### config.mk
export PLATFORM = sky130hd
export DESIGN_NAME = software_timer_table_unit
export DESIGN_NICKNAME = d
export VERILOG_FILES = /design/src/hw/rtl/stt_pkg.sv /design/src/hw/rtl/stt_ctrl.sv /design/src/hw/rtl/stt_datapath.sv /design/src/hw/rtl/software_timer_table_unit.sv
export SDC_FILE = /design/constraint.sdc
export NUM_CORES = 1
export LEC_CHECK = 0
export ABC_AREA = 1
export BUFFER_PORTS_ARGS = -buffer_cell sky130_fd_sc_hd__buf_2
export CORE_MARGIN = 2
export CORE_UTILIZATION = 60
export DETAILED_ROUTE_END_ITERATION = 10
export GPL_ROUTABILITY_DRIVEN = 0
export PLACE_DENSITY = 0.78
export SYNTH_ARGS = -nofsm -noshare
export SYNTH_HDL_FRONTEND = slang
export SYNTH_SLANG_ARGS = --single-unit
### constraint.sdc
create_clock -name i_clk -period 6.65 [get_ports i_clk]
set_clock_uncertainty 0.1 [all_clocks]
set_input_delay 1.33 -clock i_clk [delete_from_list [all_inputs] [get_ports i_clk]]
set_output_delay 1.33 -clock i_clk [all_outputs]
set_load 0.03 [all_outputs]
### src/hw/rtl/stt_pkg.sv
// ----------------------------------------------------------------------------
// stt_pkg: shared types for the software timer table
// Operation and result codes, controller states and the command/status
// bundles between controller and datapath.
// ----------------------------------------------------------------------------
package stt_pkg;

    typedef enum logic [1:0] {
        OP_REGISTER = 2'd0,
        OP_DELETE   = 2'd1,
        OP_TICK     = 2'd2
    } t_op;

    typedef enum logic [1:0] {
        KIND_REGISTER = 2'd0,
        KIND_FIRED    = 2'd1,
        KIND_TICK     = 2'd2
    } t_kind;

    typedef enum logic [2:0] {
        ST_IDLE,
        ST_REG_SCAN,
        ST_DELETE,
        ST_TICK_PRIME,
        ST_TICK_RUN,
        ST_TICK_DONE
    } t_state;

    typedef struct packed {
        logic capture;
        logic idx_clr;
        logic idx_inc;
        logic reg_write;
        logic reg_full;
        logic del;
        logic eval;
        logic tick_done;
    } t_dp_cmd;

    typedef struct packed {
        logic free_hit;
        logic idx_last;
        logic eval_last;
    } t_dp_stat;

endpackage

### src/hw/rtl/stt_ctrl.sv
// ----------------------------------------------------------------------------
// stt_ctrl: sequencer for the software timer table
// Decodes an accepted command and steps the datapath through the slot scan
// for register and tick, or the single-cycle slot release for delete.
// ----------------------------------------------------------------------------
module stt_ctrl (
    input  logic              i_clk,
    input  logic              i_rst_n,
    input  logic              start,
    input  logic [1:0]        i_operation,
    input  stt_pkg::t_dp_stat i_stat,
    output stt_pkg::t_dp_cmd  o_cmd,
    output logic              busy
);
    import stt_pkg::*;

    t_state r_state;
    t_state n_state;

    always_ff @(posedge i_clk) begin
        if (!i_rst_n) begin
            r_state <= ST_IDLE;
        end else begin
            r_state <= n_state;
        end
    end

    always_comb begin
        n_state = r_state;
        o_cmd   = '0;
        case (r_state)
            ST_IDLE: begin
                if (start) begin
                    o_cmd.capture = 1'b1;
                    o_cmd.idx_clr = 1'b1;
                    case (i_operation)
                        OP_REGISTER: n_state = ST_REG_SCAN;
                        OP_DELETE:   n_state = ST_DELETE;
                        OP_TICK:     n_state = ST_TICK_PRIME;
                        default:     n_state = ST_IDLE;
                    endcase
                end
            end
            ST_REG_SCAN: begin
                if (i_stat.free_hit) begin
                    o_cmd.reg_write = 1'b1;
                    n_state         = ST_IDLE;
                end else if (i_stat.idx_last) begin
                    o_cmd.reg_full = 1'b1;
                    n_state        = ST_IDLE;
                end else begin
                    o_cmd.idx_inc = 1'b1;
                end
            end
            ST_DELETE: begin
                o_cmd.del = 1'b1;
                n_state   = ST_IDLE;
            end
            ST_TICK_PRIME: begin
                // first slot read is in flight; advance the read pointer
                o_cmd.idx_inc = 1'b1;
                n_state       = ST_TICK_RUN;
            end
            ST_TICK_RUN: begin
                o_cmd.eval    = 1'b1;
                o_cmd.idx_inc = 1'b1;
                if (i_stat.eval_last) begin
                    n_state = ST_TICK_DONE;
                end
            end
            ST_TICK_DONE: begin
                o_cmd.tick_done = 1'b1;
                n_state         = ST_IDLE;
            end
            default: begin
                n_state = ST_IDLE;
            end
        endcase
    end

    assign busy = (r_state != ST_IDLE);

endmodule

### src/hw/rtl/stt_datapath.sv
// ----------------------------------------------------------------------------
// stt_datapath: slot storage and result registers
// In-use flags in flip-flops, slot fields in memories with a registered read
// port, the slot pointer, and the countdown/fire logic of one slot per cycle.
// ----------------------------------------------------------------------------
module stt_datapath #(
    parameter int SLOTS = 8
) (
    input  logic              i_clk,
    input  logic              i_rst_n,
    input  stt_pkg::t_dp_cmd  i_cmd,
    input  logic [15:0]       i_start_ticks,
    input  logic [15:0]       i_reload_period,
    input  logic [7:0]        i_callback,
    input  logic [31:0]       i_user_tag,
    input  logic [3:0]        i_slot_id,
    output stt_pkg::t_dp_stat o_stat,
    output logic              o_valid,
    output logic [1:0]        o_kind,
    output logic [3:0]        o_slot,
    output logic [7:0]        o_fired_callback,
    output logic [31:0]       o_fired_tag,
    output logic              o_last
);
    import stt_pkg::*;

    localparam int IW = (SLOTS > 1) ? $clog2(SLOTS) : 1;
    localparam logic [IW-1:0] LAST_IDX = IW'(SLOTS - 1);

    logic [SLOTS-1:0] r_in_use;

    logic [15:0] mem_rem [SLOTS];
    logic [15:0] mem_rel [SLOTS];
    logic [7:0]  mem_cb  [SLOTS];
    logic [31:0] mem_tag [SLOTS];

    logic [15:0] r_rd_rem;
    logic [15:0] r_rd_rel;
    logic [7:0]  r_rd_cb;
    logic [31:0] r_rd_tag;

    logic [IW-1:0] r_idx;
    logic [IW-1:0] r_eval_idx;

    logic [15:0] r_start;
    logic [15:0] r_period;
    logic [7:0]  r_cb;
    logic [31:0] r_tag;
    logic [3:0]  r_del_id;

    logic        r_out_vld;
    logic [1:0]  r_out_kind;
    logic [3:0]  r_out_slot;
    logic [7:0]  r_out_cb;
    logic [31:0] r_out_tag;
    logic        r_out_last;

    logic        eval_act;
    logic [15:0] dec_rem;
    logic        fire;
    logic        del_ok;

    assign eval_act = i_cmd.eval && r_in_use[r_eval_idx];
    assign dec_rem  = (r_rd_rem != 16'd0) ? (r_rd_rem - 16'd1) : 16'd0;
    assign fire     = eval_act && (dec_rem == 16'd0) && (r_rd_cb != 8'd0);
    assign del_ok   = (32'(r_del_id) < SLOTS);

    assign o_stat.free_hit  = !r_in_use[r_idx];
    assign o_stat.idx_last  = (r_idx == LAST_IDX);
    assign o_stat.eval_last = (r_eval_idx == LAST_IDX);

    // capture the command beat
    always_ff @(posedge i_clk) begin
        if (i_cmd.capture) begin
            r_start  <= i_start_ticks;
            r_period <= i_reload_period;
            r_cb     <= i_callback;
            r_tag    <= i_user_tag;
            r_del_id <= i_slot_id;
        end
    end

    // slot pointer; hold at the last slot
    always_ff @(posedge i_clk) begin
        if (!i_rst_n) begin
            r_idx <= '0;
        end else if (i_cmd.idx_clr) begin
            r_idx <= '0;
        end else if (i_cmd.idx_inc && (r_idx != LAST_IDX)) begin
            r_idx <= r_idx + IW'(1);
        end
    end

    always_ff @(posedge i_clk) begin
        r_eval_idx <= r_idx;
    end

    always_ff @(posedge i_clk) begin
        if (!i_rst_n) begin
            r_in_use <= '0;
        end else if (i_cmd.reg_write) begin
            r_in_use[r_idx] <= 1'b1;
        end else if (i_cmd.del && del_ok) begin
            r_in_use[IW'(r_del_id)] <= 1'b0;
        end else if (fire && (r_rd_rel == 16'd0)) begin
            r_in_use[r_eval_idx] <= 1'b0;
        end
    end

    // slot memories: one write port, registered read at the pointer
    always_ff @(posedge i_clk) begin
        if (i_cmd.reg_write) begin
            mem_rem[r_idx] <= r_start;
            mem_rel[r_idx] <= r_period;
            mem_cb[r_idx]  <= r_cb;
            mem_tag[r_idx] <= r_tag;
        end else if (eval_act) begin
            mem_rem[r_eval_idx] <= fire ? r_rd_rel : dec_rem;
        end
        r_rd_rem <= mem_rem[r_idx];
        r_rd_rel <= mem_rel[r_idx];
        r_rd_cb  <= mem_cb[r_idx];
        r_rd_tag <= mem_tag[r_idx];
    end

    always_ff @(posedge i_clk) begin
        if (!i_rst_n) begin
            r_out_vld <= 1'b0;
        end else begin
            r_out_vld <= i_cmd.reg_write | i_cmd.reg_full | fire | i_cmd.tick_done;
        end
    end

    always_ff @(posedge i_clk) begin
        if (fire) begin
            r_out_kind <= KIND_FIRED;
            r_out_slot <= 4'(r_eval_idx);
            r_out_cb   <= r_rd_cb;
            r_out_tag  <= r_rd_tag;
            r_out_last <= 1'b0;
        end else begin
            r_out_kind <= i_cmd.tick_done ? KIND_TICK : KIND_REGISTER;
            r_out_slot <= i_cmd.reg_full ? 4'(SLOTS) :
                          (i_cmd.tick_done ? 4'd0 : 4'(r_idx));
            r_out_cb   <= 8'd0;
            r_out_tag  <= 32'd0;
            r_out_last <= 1'b1;
        end
    end

    assign o_valid          = r_out_vld;
    assign o_kind           = r_out_kind;
    assign o_slot           = r_out_slot;
    assign o_fired_callback = r_out_cb;
    assign o_fired_tag      = r_out_tag;
    assign o_last           = r_out_last;

endmodule

### src/hw/rtl/software_timer_table_unit.sv
// ----------------------------------------------------------------------------
// software_timer_table_unit: multi-channel software timer table
// Register, delete and tick commands over a table of SLOTS timer slots.
//
// Channel   Direction  Handshake            Payload
// command   in         start & !busy        i_operation, i_start_ticks,
//                                           i_reload_period, i_callback,
//                                           i_user_tag, i_slot_id
// result    out        o_valid (one cycle)  o_kind, o_slot, o_fired_callback,
//                                           o_fired_tag, o_last
//
// Register searches for a free slot, checking one in-use flag per cycle.
// Tick evaluates one slot per cycle through the registered read of the slot
// memories, after a read-priming step and before the tick-done beat. Each
// result shows in the cycle after it is produced; the final beat of a
// command arrives as busy drops.
// Reset clears the in-use flags at once; slot memories need no clearing.
// The receiver cannot stall: every beat is taken in its cycle.
// ----------------------------------------------------------------------------
module software_timer_table_unit #(
    parameter int SLOTS = 8
) (
    input  logic        i_clk,
    input  logic        i_rst_n,
    input  logic        start,
    output logic        busy,
    input  logic [1:0]  i_operation,
    input  logic [15:0] i_start_ticks,
    input  logic [15:0] i_reload_period,
    input  logic [7:0]  i_callback,
    input  logic [31:0] i_user_tag,
    input  logic [3:0]  i_slot_id,
    output logic        o_valid,
    output logic [1:0]  o_kind,
    output logic [3:0]  o_slot,
    output logic [7:0]  o_fired_callback,
    output logic [31:0] o_fired_tag,
    output logic        o_last
);
    import stt_pkg::*;

    t_dp_cmd  cmd;
    t_dp_stat stat;

    stt_ctrl u_ctrl (
        .i_clk       (i_clk),
        .i_rst_n     (i_rst_n),
        .start       (start),
        .i_operation (i_operation),
        .i_stat      (stat),
        .o_cmd       (cmd),
        .busy        (busy)
    );

    stt_datapath #(
        .SLOTS (SLOTS)
    ) u_datapath (
        .i_clk            (i_clk),
        .i_rst_n          (i_rst_n),
        .i_cmd            (cmd),
        .i_start_ticks    (i_start_ticks),
        .i_reload_period  (i_reload_period),
        .i_callback       (i_callback),
        .i_user_tag       (i_user_tag),
        .i_slot_id        (i_slot_id),
        .o_stat           (stat),
        .o_valid          (o_valid),
        .o_kind           (o_kind),
        .o_slot           (o_slot),
        .o_fired_callback (o_fired_callback),
        .o_fired_tag      (o_fired_tag),
        .o_last           (o_last)
    );

    // the closing beat of a command lands as the sequencer returns to idle
    a_last_idle: assert property (@(posedge i_clk) disable iff (!i_rst_n)
        (o_valid && o_last) |-> !busy)
        else $error("last beat while still busy");

    // a fired beat is never the closing beat and always carries a handler
    a_fired_shape: assert property (@(posedge i_clk) disable iff (!i_rst_n)
        (o_valid && (o_kind == KIND_FIRED)) |-> (!o_last && (o_fired_callback != 8'd0)))
        else $error("malformed fired beat");

    // an accepted tick keeps the block busy
    a_tick_busy: assert property (@(posedge i_clk) disable iff (!i_rst_n)
        (start && !busy && (i_operation == OP_TICK)) |=> busy)
        else $error("tick accepted but block not busy");

    // no beat appears while idle unless a command just finished
    a_no_stray: assert property (@(posedge i_clk) disable iff (!i_rst_n)
        (o_valid && !busy) |-> o_last)
        else $error("stray beat while idle");

endmodule
==> flow_metrics.env <==
export IMPL_clk_latency_ps=610
export IMPL_hp_class="reg -> reg"
export IMPL_clock_fmax_ghz=0.2347
export IMPL_status="finished clean"
export IMPL_ant_nets=0
export IMPL_drv_cap=0
export IMPL_routedWlPerCell_microns=23.38
export IMPL_p_leak_uw=0.01114
export IMPL_setup_viol=0
export IMPL_portBuffers=129
export IMPL_tightest_slew_ps=1252
export IMPL_min_from="u_datapath.r_rd_tag[28]"
export IMPL_clk_pin_slew_ps=70
export IMPL_post_dp_hpwl_mm=34.80
export IMPL_cts_setup_buffers=0
export IMPL_async_flop_share=0
export IMPL_grt_max_degree=73
export IMPL_drc_errors=0
export IMPL_grtUsageTotal=0.2611
export IMPL_rsz0062_at_grt="no"
export IMPL_finish_net_count=2068
export IMPL_cts_max_level=3
export IMPL_tns_ps=0
export IMPL_synth_top_cell_by_area="edfxtp_1"
export IMPL_drv_slew=0
export IMPL_cts_sinks=789
export IMPL_placementRows=78
export IMPL_end_kind="register"
export IMPL_via_count=16040
export IMPL_crit_start="u_datapath.r_idx[1]"
export IMPL_antenna_found_initial=1
export IMPL_drive_gt1_frac=0.1597
export IMPL_max_stage_delay_ps=1270
export IMPL_ys_ff_latch=789
export IMPL_crit_path_start_kind="register"
export IMPL_first_pass_iters=6
export IMPL_place_ws_ps=2448
export IMPL_postCtsHoldBufs=0
export IMPL_tritoncts_num_buffers=76
export IMPL_hold_viol=0
export IMPL_synth_edff_count=652
export IMPL_slowest_stage="nor2_4"
export IMPL_grt_first_pass_wirelength_mm=92.84
export IMPL_netlist_instances=1826
export IMPL_core_sq_um=45480
export IMPL_synth_distinct_cells=35
export IMPL_die_y_microns=218.9
export IMPL_cts_tree="built"
export IMPL_overflow=0
export IMPL_synth_area_sq_um=27710
export IMPL_die_w_microns=218.9
export IMPL_clock_root_buffer="clkbuf_16"
export IMPL_grt_pass1_vias=16040
export IMPL_num_antenna_cells=0
export IMPL_wl_mm=61.74
export IMPL_cp_arrival_ps=4440
export IMPL_vias_per_cell=6.072
export IMPL_slew_headroom=0.1631
export IMPL_drtIter0Drc=2094
export IMPL_min_path_cells=2
export IMPL_required_ps=6830
export IMPL_cts_buffer_depth=3
export IMPL_pin_count=130
export IMPL_dpl_instance_area_sq_um=29010
export IMPL_min_period_ps=4260
export IMPL_cp_common_cell="nand3_1"
export IMPL_yosysSeqAreaShare=0.8055
export IMPL_worst_setup_path_type="reg -> reg"
export IMPL_postCtsResizedCells=0
export IMPL_postLayoutCellArea_sq_um=31500
export IMPL_synth_top_area_frac=0.7065
export IMPL_crit_chain="inv_1 -> nand3_1 -> o22ai_1 -> nor2_1 -> nand3_1 -> nor2_4 -> buf_4"
export IMPL_power_density_nw_per_um2=319.1
export IMPL_synth_flop_cell="edfxtp_1"
export IMPL_r2r_worst_path_cells=7
export IMPL_path_max_fanout=36
export IMPL_synth_area_leaders="edfxtp_1 (71%), dfxtp_1 (9.9%), nand2_1 (3.8%), a22oi_1 (2.5%), a221oi_1 (1.9%)"
export IMPL_syn_to_final_growth_pct=13.65
export IMPL_die_area_sq_um=47920
export IMPL_setup_ws_ps=2390
export IMPL_yosys_warnings=0
export IMPL_max_vdd_ir_drop_uv=299.6
export IMPL_avgSynthCellArea_sq_um=15.18
export IMPL_synthesis_nets=1913
export IMPL_r2r_start="u_datapath.r_idx[1]"
export IMPL_start_util=0.6094
export IMPL_period_share=0.6407
==> cell type report <==
cell class	instances	area [sq um]
clock inverters	34	341.6
fillers	2867	13980
well taps	600	750.7
multi-input cells	848	4712
inverters	119	449.2
clock buffers	104	2140
flip-flops and latches	789	22320
repair buffers	147	780.7
==> per-stage QoR <==
stage	hold slack, ps	power [uW]	std cells	utilization
3_3_place_gp	303.8	5878	2503	0.6380
3_5_place_dp	298.5	5891	2503	0.6380
2_1_floorplan	293.6	5762	1826	-
5_1_grt	319.8	10310	2641	0.6925
6_report	304.0	10050	2641	0.6925
4_1_cts	305.7	10080	2641	0.6925
==> logic make-up (layout without fill, tap and decap cells) <==
| family | after synthesis | count (layout) | synth area share |
|---|---|---|---|
| AOI/OAI and AO/OA | 303 | 303 | 0.07946 |
| xor gates and xnor gates | 1 | 1 | 0.0003161 |
| adders and majority gates | 6 | 6 | 0.002709 |
| buffers and inverters | 189 | 404 | 0.02768 |
| DFF | 789 | 789 | 0.8055 |
| and+or+nand+nor | 538 | 538 | 0.08438 |
==> final timing paths <==
path / slack, ps / end
worst max register to register: 2390 / u_datapath.mem_cb[4][7]
worst min-delay path: 300 / u_datapath.o_fired_tag[28]
worst max-delay path: 2390 / u_datapath.mem_cb[4][7]
worst min register to register: 300 / u_datapath.o_fired_tag[28]
==> cells in the mapped netlist, types with 2 or more instances <==
library cell and instances:
o21ai_0 31, nor2_2 10, or2_2 2, a21oi_1 46
edfxtp_1 652, a22o_1 47, nand2_1 278, nand3_1 46
a21oi_2 8, buf_6 5, a22oi_1 94, nor2_4 3
ha_1 6, nor4_1 4, a31oi_1 4, a221oi_1 59
inv_1 105, nand2_2 12, dfxtp_1 137, nor2_1 120
clkbuf_1 49, clkinv_1 4, o22ai_1 4, inv_2 9
nand4_1 62, buf_1 10, o21ai_1 7, buf_2 5
==> routing by layer <==
metal	part of all wire	global-route usage	wire, microns	up-vias
li1	-	-	-	7114
met1	0.41	0.3597	25040	7901
met2	0.48	0.4196	29660	892
met3	0.087	0.04782	5399	127
met4	0.026	0.1009	1627	2
met5	0.00021	0	13	-
==> placed cells by master (no fill, tap or decap), types with 7 or more instances in the layout <==
cell type,count
clkbuf_8,9
nor2_2,18
nor2_1,103
clkinv_2,10
nand3_1,46
clkinv_1,11
nor2_4,12
nand2_2,12
a21oi_2,8
o21ai_1,7
inv_2,12
a22o_1,47
nand2_1,278
o21ai_0,31
buf_4,18
inv_1,104
a221oi_1,59
nand4_1,62
clkbuf_1,17
edfxtp_1,652
buf_2,129
a22oi_1,94
clkinvlp_4,7
clkbuf_16,78
a21oi_1,46
dfxtp_1,137
==> sequential cells by signal, indices dropped and copies added (netlist names), 32 cells and up <==
| name | count |
|---|---|
| u_datapath.r_rd_tag | 32 |
| u_datapath.mem_cb | 64 |
| u_datapath.mem_rem | 128 |
| u_datapath.mem_tag | 256 |
| u_datapath.r_tag | 32 |
| u_datapath.o_fired_tag | 32 |
| u_datapath.mem_rel | 128 |
==> critical path: cells and delay by family (launching register included) <==
family / cells / cell delay (ps)
flops: 1 / 480
buf+inv: 2 / 650
simple gates: 4 / 2540
compound gates: 1 / 120
==> power breakdown <==
part / internal, uW / total [uW] / switching, uW
sequential: 5470 / 5560 / 93.2
clock: 2490 / 4260 / 1770
combinational: 70.7 / 227 / 156
(Power assumes the default switching activity.)
